## src/sv/stbs_pkg.sv

```systemverilog
package stbs_pkg;

    // field widths of the transfer items
    localparam int OP_W  = 2;
    localparam int VAL_W = 32;
    localparam int POS_W = 8;
    localparam int CMP_W = 4;

    // operation codes
    localparam logic [OP_W-1:0] OP_CLEAR  = 2'd0;
    localparam logic [OP_W-1:0] OP_INSERT = 2'd1;
    localparam logic [OP_W-1:0] OP_SEARCH = 2'd2;

    typedef struct packed {
        logic [OP_W-1:0]         op;
        logic signed [VAL_W-1:0] value;
    } t_in_item;

    typedef struct packed {
        logic             found;
        logic [POS_W-1:0] position;
        logic [CMP_W-1:0] comparisons;
        logic             full_error;
    } t_out_item;

    // command broadcast to every cell
    typedef struct packed {
        logic ins_en;
        logic cmp_en;
    } t_cell_cmd;

    typedef enum logic [1:0] {
        S_IDLE,
        S_EXEC,
        S_SRCH,
        S_DONE
    } t_state;

endpackage

```

## src/sv/stbs_cell.sv

```systemverilog
module stbs_cell import stbs_pkg::*; (
    input  logic                    i_clk,
    input  t_cell_cmd               i_cmd,
    input  logic signed [VAL_W-1:0] i_key,
    input  logic                    i_live,
    input  logic signed [VAL_W-1:0] i_prev_value,
    input  logic                    i_prev_le,
    output logic signed [VAL_W-1:0] o_value,
    output logic                    o_le,
    output logic                    o_gt,
    output logic                    o_eq
);

    logic signed [VAL_W-1:0] r_value;
    logic signed [VAL_W-1:0] n_value;
    logic                    r_gt;
    logic                    r_eq;
    logic                    w_le;

    // entry stays if it is live and not above the key
    assign w_le = i_live && (r_value <= i_key);

    // keep, take the key, or take the left neighbor's value
    always_comb begin
        if (w_le) begin
            n_value = r_value;
        end else if (i_prev_le) begin
            n_value = i_key;
        end else begin
            n_value = i_prev_value;
        end
    end

    // entry storage and registered compare flags for the search
    always_ff @(posedge i_clk) begin
        if (i_cmd.ins_en) begin
            r_value <= n_value;
        end
        if (i_cmd.cmp_en) begin
            r_gt <= (r_value > i_key);
            r_eq <= (r_value == i_key);
        end
    end

    assign o_value = r_value;
    assign o_le    = w_le;
    assign o_gt    = r_gt;
    assign o_eq    = r_eq;

endmodule

```

## config.mk

```make
export PLATFORM = sky130hd
export DESIGN_NAME = stbs_cell
export DESIGN_NICKNAME = d
export VERILOG_FILES = /design/src/sv/stbs_pkg.sv /design/src/sv/stbs_cell.sv
export SDC_FILE = /design/constraint.sdc
export NUM_CORES = 1
export LEC_CHECK = 0
export BUFFER_PORTS_ARGS = -buffer_cell sky130_fd_sc_hd__buf_4
export CORE_MARGIN = 8
export CORE_UTILIZATION = 43
export DETAILED_ROUTE_END_ITERATION = 16
export MAX_ROUTING_LAYER = met4
export PLACE_DENSITY = 0.75
export SLEW_MARGIN = 10
export SYNTH_ARGS = -nofsm -noshare
export SYNTH_HDL_FRONTEND = slang
export SYNTH_SLANG_ARGS = --single-unit
```

## constraint.sdc

```tcl
create_clock -name i_clk -period 4.95 [get_ports i_clk]
set_input_delay 0.99 -clock i_clk [delete_from_list [all_inputs] [get_ports i_clk]]
set_output_delay 0.99 -clock i_clk [all_outputs]
set_load 0.03 [all_outputs]
```

==> results_dict.tcl <==
set metrics [dict create \
    status "completed" \
    root_buffer "clkbuf_8" \
    power.leakage_nw 1.54 \
    num_vias 1848 \
    maxCapViolations 0 \
    die_w_um 89.4 \
    cts_tree "built" \
    insertion_delay_ns 0.28 \
    synth_area_leaders "edfxtp_1 (44%), ha_1 (17%), mux2_2 (9.2%)" \
    via_per_inst 4.94 \
    drt-wirelength-per-cell_um 15.3 \
    crit_fanout 3 \
    crit_type "input port to output port" \
    row_count 26 \
    end_kind "output port" \
    crit_required_ns 3.96 \
    initial_utilization_pct 44.8 \
    firstDrtPassIters 4 \
    ios 104 \
    reg2reg_depth 8 \
    crit_path_start_kind "input port" \
    fin_crit_ns 3.96 \
    n_antenna_cell 0 \
    r2r_slack_ns 2.19 \
    synth_fp_nets 298 \
    port_buffers 103 \
    grt_usage_pct 15.1 \
    synthFlopType "edfxtp_1" \
    arrival_ns 2.97 \
    cp_common_cell "buf_4" \
    first_iter_violations 52 \
    die_h_um 89.4 \
    layout.cells.non_filler 374 \
    place_inst 368 \
    setup_viol 0 \
    finalHoldViolations 0 \
    cts.sink_count 34 \
    grt_pass1_wl_mm 9.00 \
    rr_endpoint "o_value[20]" \
    wl_mm 5.73 \
    fin_hold_ws_ns 0.917 \
    tns_ns 0 \
    dp_hpwl_mm 4.78 \
    path_clk_slew_ns 0.06 \
    core_area_sq_um 5170 \
    yosysWarnings 0 \
    yosysSeqAreaShare_pct 44.0 \
    power_density_nw_per_um2 278 \
    cts-resized-gates 0 \
    hold_path_depth 1 \
    post_cts_buffers 0 \
    fin_skew_ns 0.00729 \
    cp_slowest_cell "mux2i_1" \
    gp_routability_congestion 0.742 \
    relSlewSlack_pct 71.7 \
    fmax_mhz 253 \
    syn2layout_area_growth_pct 41.1 \
    finalCritPeriodShare_pct 80.0 \
    antenna_left 0 \
    grt_start_max_net_pins 33 \
    synth_async_sr_flop_share_pct 0 \
    slew_viol_final 0 \
    synthDistinctLibCells 30 \
    worstPathCellList "buf_4 -> inv_1 -> ha_1 -> and3_4 -> a221o_1 -> a22oi_2 -> o211ai_2 -> mux2i_1 -> o31a_1 -> buf_4" \
    ctsHoldBuffers 0 \
    hold_path_end "o_eq" \
    synth_area_sq_um 2320 \
    worstMarginPinSlew_ns 0.413 \
    rsz0062_at_grt "no" \
    clockBufferDepth 2 \
    synth_top_area_cell "edfxtp_1" \
    fill_cells 440 \
    irDropWorstVdd_mv 0.167 \
    final_util_pct 63.2 \
    hold_class "input port to flop" \
    final_nets 406 \
    rr_startpoint "o_value[19]" \
    drive_above_1_share_pct 46.4 \
    postSynthCellCount 197 \
    syn_avg_cell_area_sq_um 11.8 \
    critPathMaxStageDelay_ns 0.38 \
    min_from "i_cmd[0]" \
    yosys_register_bits 34 \
    synth_top_area_share_pct 44.0 \
    cts_max_level 2 \
    grt-ovfl-total 0 \
    die_area_sq_um 8000 \
    drc 0 \
    grt_pass1_vias 1964 \
    grt_antenna_before_repair 0 \
    synth-edff-count 34 \
    cts_buffers 5 \
]
kinds of logic after synthesis:
| group | after synthesis | share of synthesized area [%] |
|---|---|---|
| and+or+nand+nor | 35 | 9.44 |
| AOI/OAI and AO/OA | 25 | 7.12 |
| buffers and inverters | 38 | 6.15 |
| adders and majority gates | 32 | 17.3 |
| DFF | 34 | 44.0 |
| muxes | 33 | 16.0 |
state kept, by name (all words and copies together), names as in the netlist:
register / count
o_eq: 1
o_gt: 1
o_value: 32
worst max path at each step:
stage / start / to / slack [ns] / cells after the start
3_3_place_gp: i_key[19] / o_le / 1.08 / 10
3_5_place_dp: i_key[19] / o_le / 1.02 / 10
6_report: i_key[19] / o_le / 0.99 / 10
4_1_cts: i_key[19] / o_le / 1.00 / 10
2_1_floorplan: i_key[19] / o_value[0] / 0.87 / 8
5_1_grt: i_key[19] / o_le / 0.89 / 10
synthesized netlist by cell type, drive strengths merged, types with 2 or more instances:
cell	count
a211oi	2
ha	32
nand4	6
nand3	3
buf	3
o21ai	5
edfxtp	34
mux2	32
inv	34
nor3	6
nor2	4
nand2	11
nor4	2
a21oi	12
report_power, final:
group / leakage, nW / internal (mW) / total (mW) / switching, mW
logic: 1.18 / 0.148 / 0.340 / 0.192
registers: 0.329 / 0.366 / 0.385 / 0.0190
clock network: 0.0375 / 0.0916 / 0.184 / 0.0926
total: 1.54 / 0.606 / 0.910 / 0.304
layout make-up:
class | count | area [sq um] | area share (%)
Clock inverter | 1 | 3.75 | 0.115
Timing Repair Buffer | 105 | 788 | 24.1
Sequential cell | 34 | 1020 | 31.2
Clock buffer | 5 | 68.8 | 2.10
Multi-Input combinational cell | 125 | 1170 | 35.9
Tap cell | 70 | 87.6 | 2.68
Inverter | 34 | 128 | 3.90
worst max-delay path, delay by kind of cell:
| kind | cells | cell delay [ns] |
|---|---|---|
| buf+inv | 3 | 0.28 |
| simple gates | 1 | 0.18 |
| mux | 1 | 0.38 |
| fa+ha+maj | 1 | 0.30 |
| compound gates | 4 | 0.83 |
per-stage QoR:
stage | power, mW | cell area (sq um) | worst slack, ns
finish | 0.910 | 3270 | 0.991
global route | 0.967 | 3270 | 0.889
CTS | 0.921 | 3270 | 1.00
detailed placement | 0.735 | 3200 | 1.02
global placement | 0.730 | 3200 | 1.08
floorplan | 0.594 | 2330 | 0.874
cell usage in the layout (no fill, tap or decap), drive strengths merged, types with 2 or more instances in the layout:
cell type,Yosys,final
mux2,32,32
nand4,6,6
clkbuf,1,5
inv,34,34
o21ai,5,5
nand3,3,3
nand2,11,11
nor3,6,6
buf,3,105
ha,32,32
nor4,2,2
nor2,4,4
a21oi,12,12
edfxtp,34,34
a211oi,2,2
metal layers:
| layer | GRT usage (%) | vias to the layer above | part of all wire (%) | wire [um] |
|---|---|---|---|---|
| li1 | - | 935 | - | - |
| met1 | 17.6 | 849 | 43 | 2480 |
| met2 | 25.2 | 59 | 50 | 2850 |
| met3 | 3.31 | 5 | 5.8 | 334 |
| met4 | 4.53 | 0 | 1.2 | 66 |
| met5 | - | - | 0 | 0 |
No activity file was read; power rests on OpenSTA's default activity.
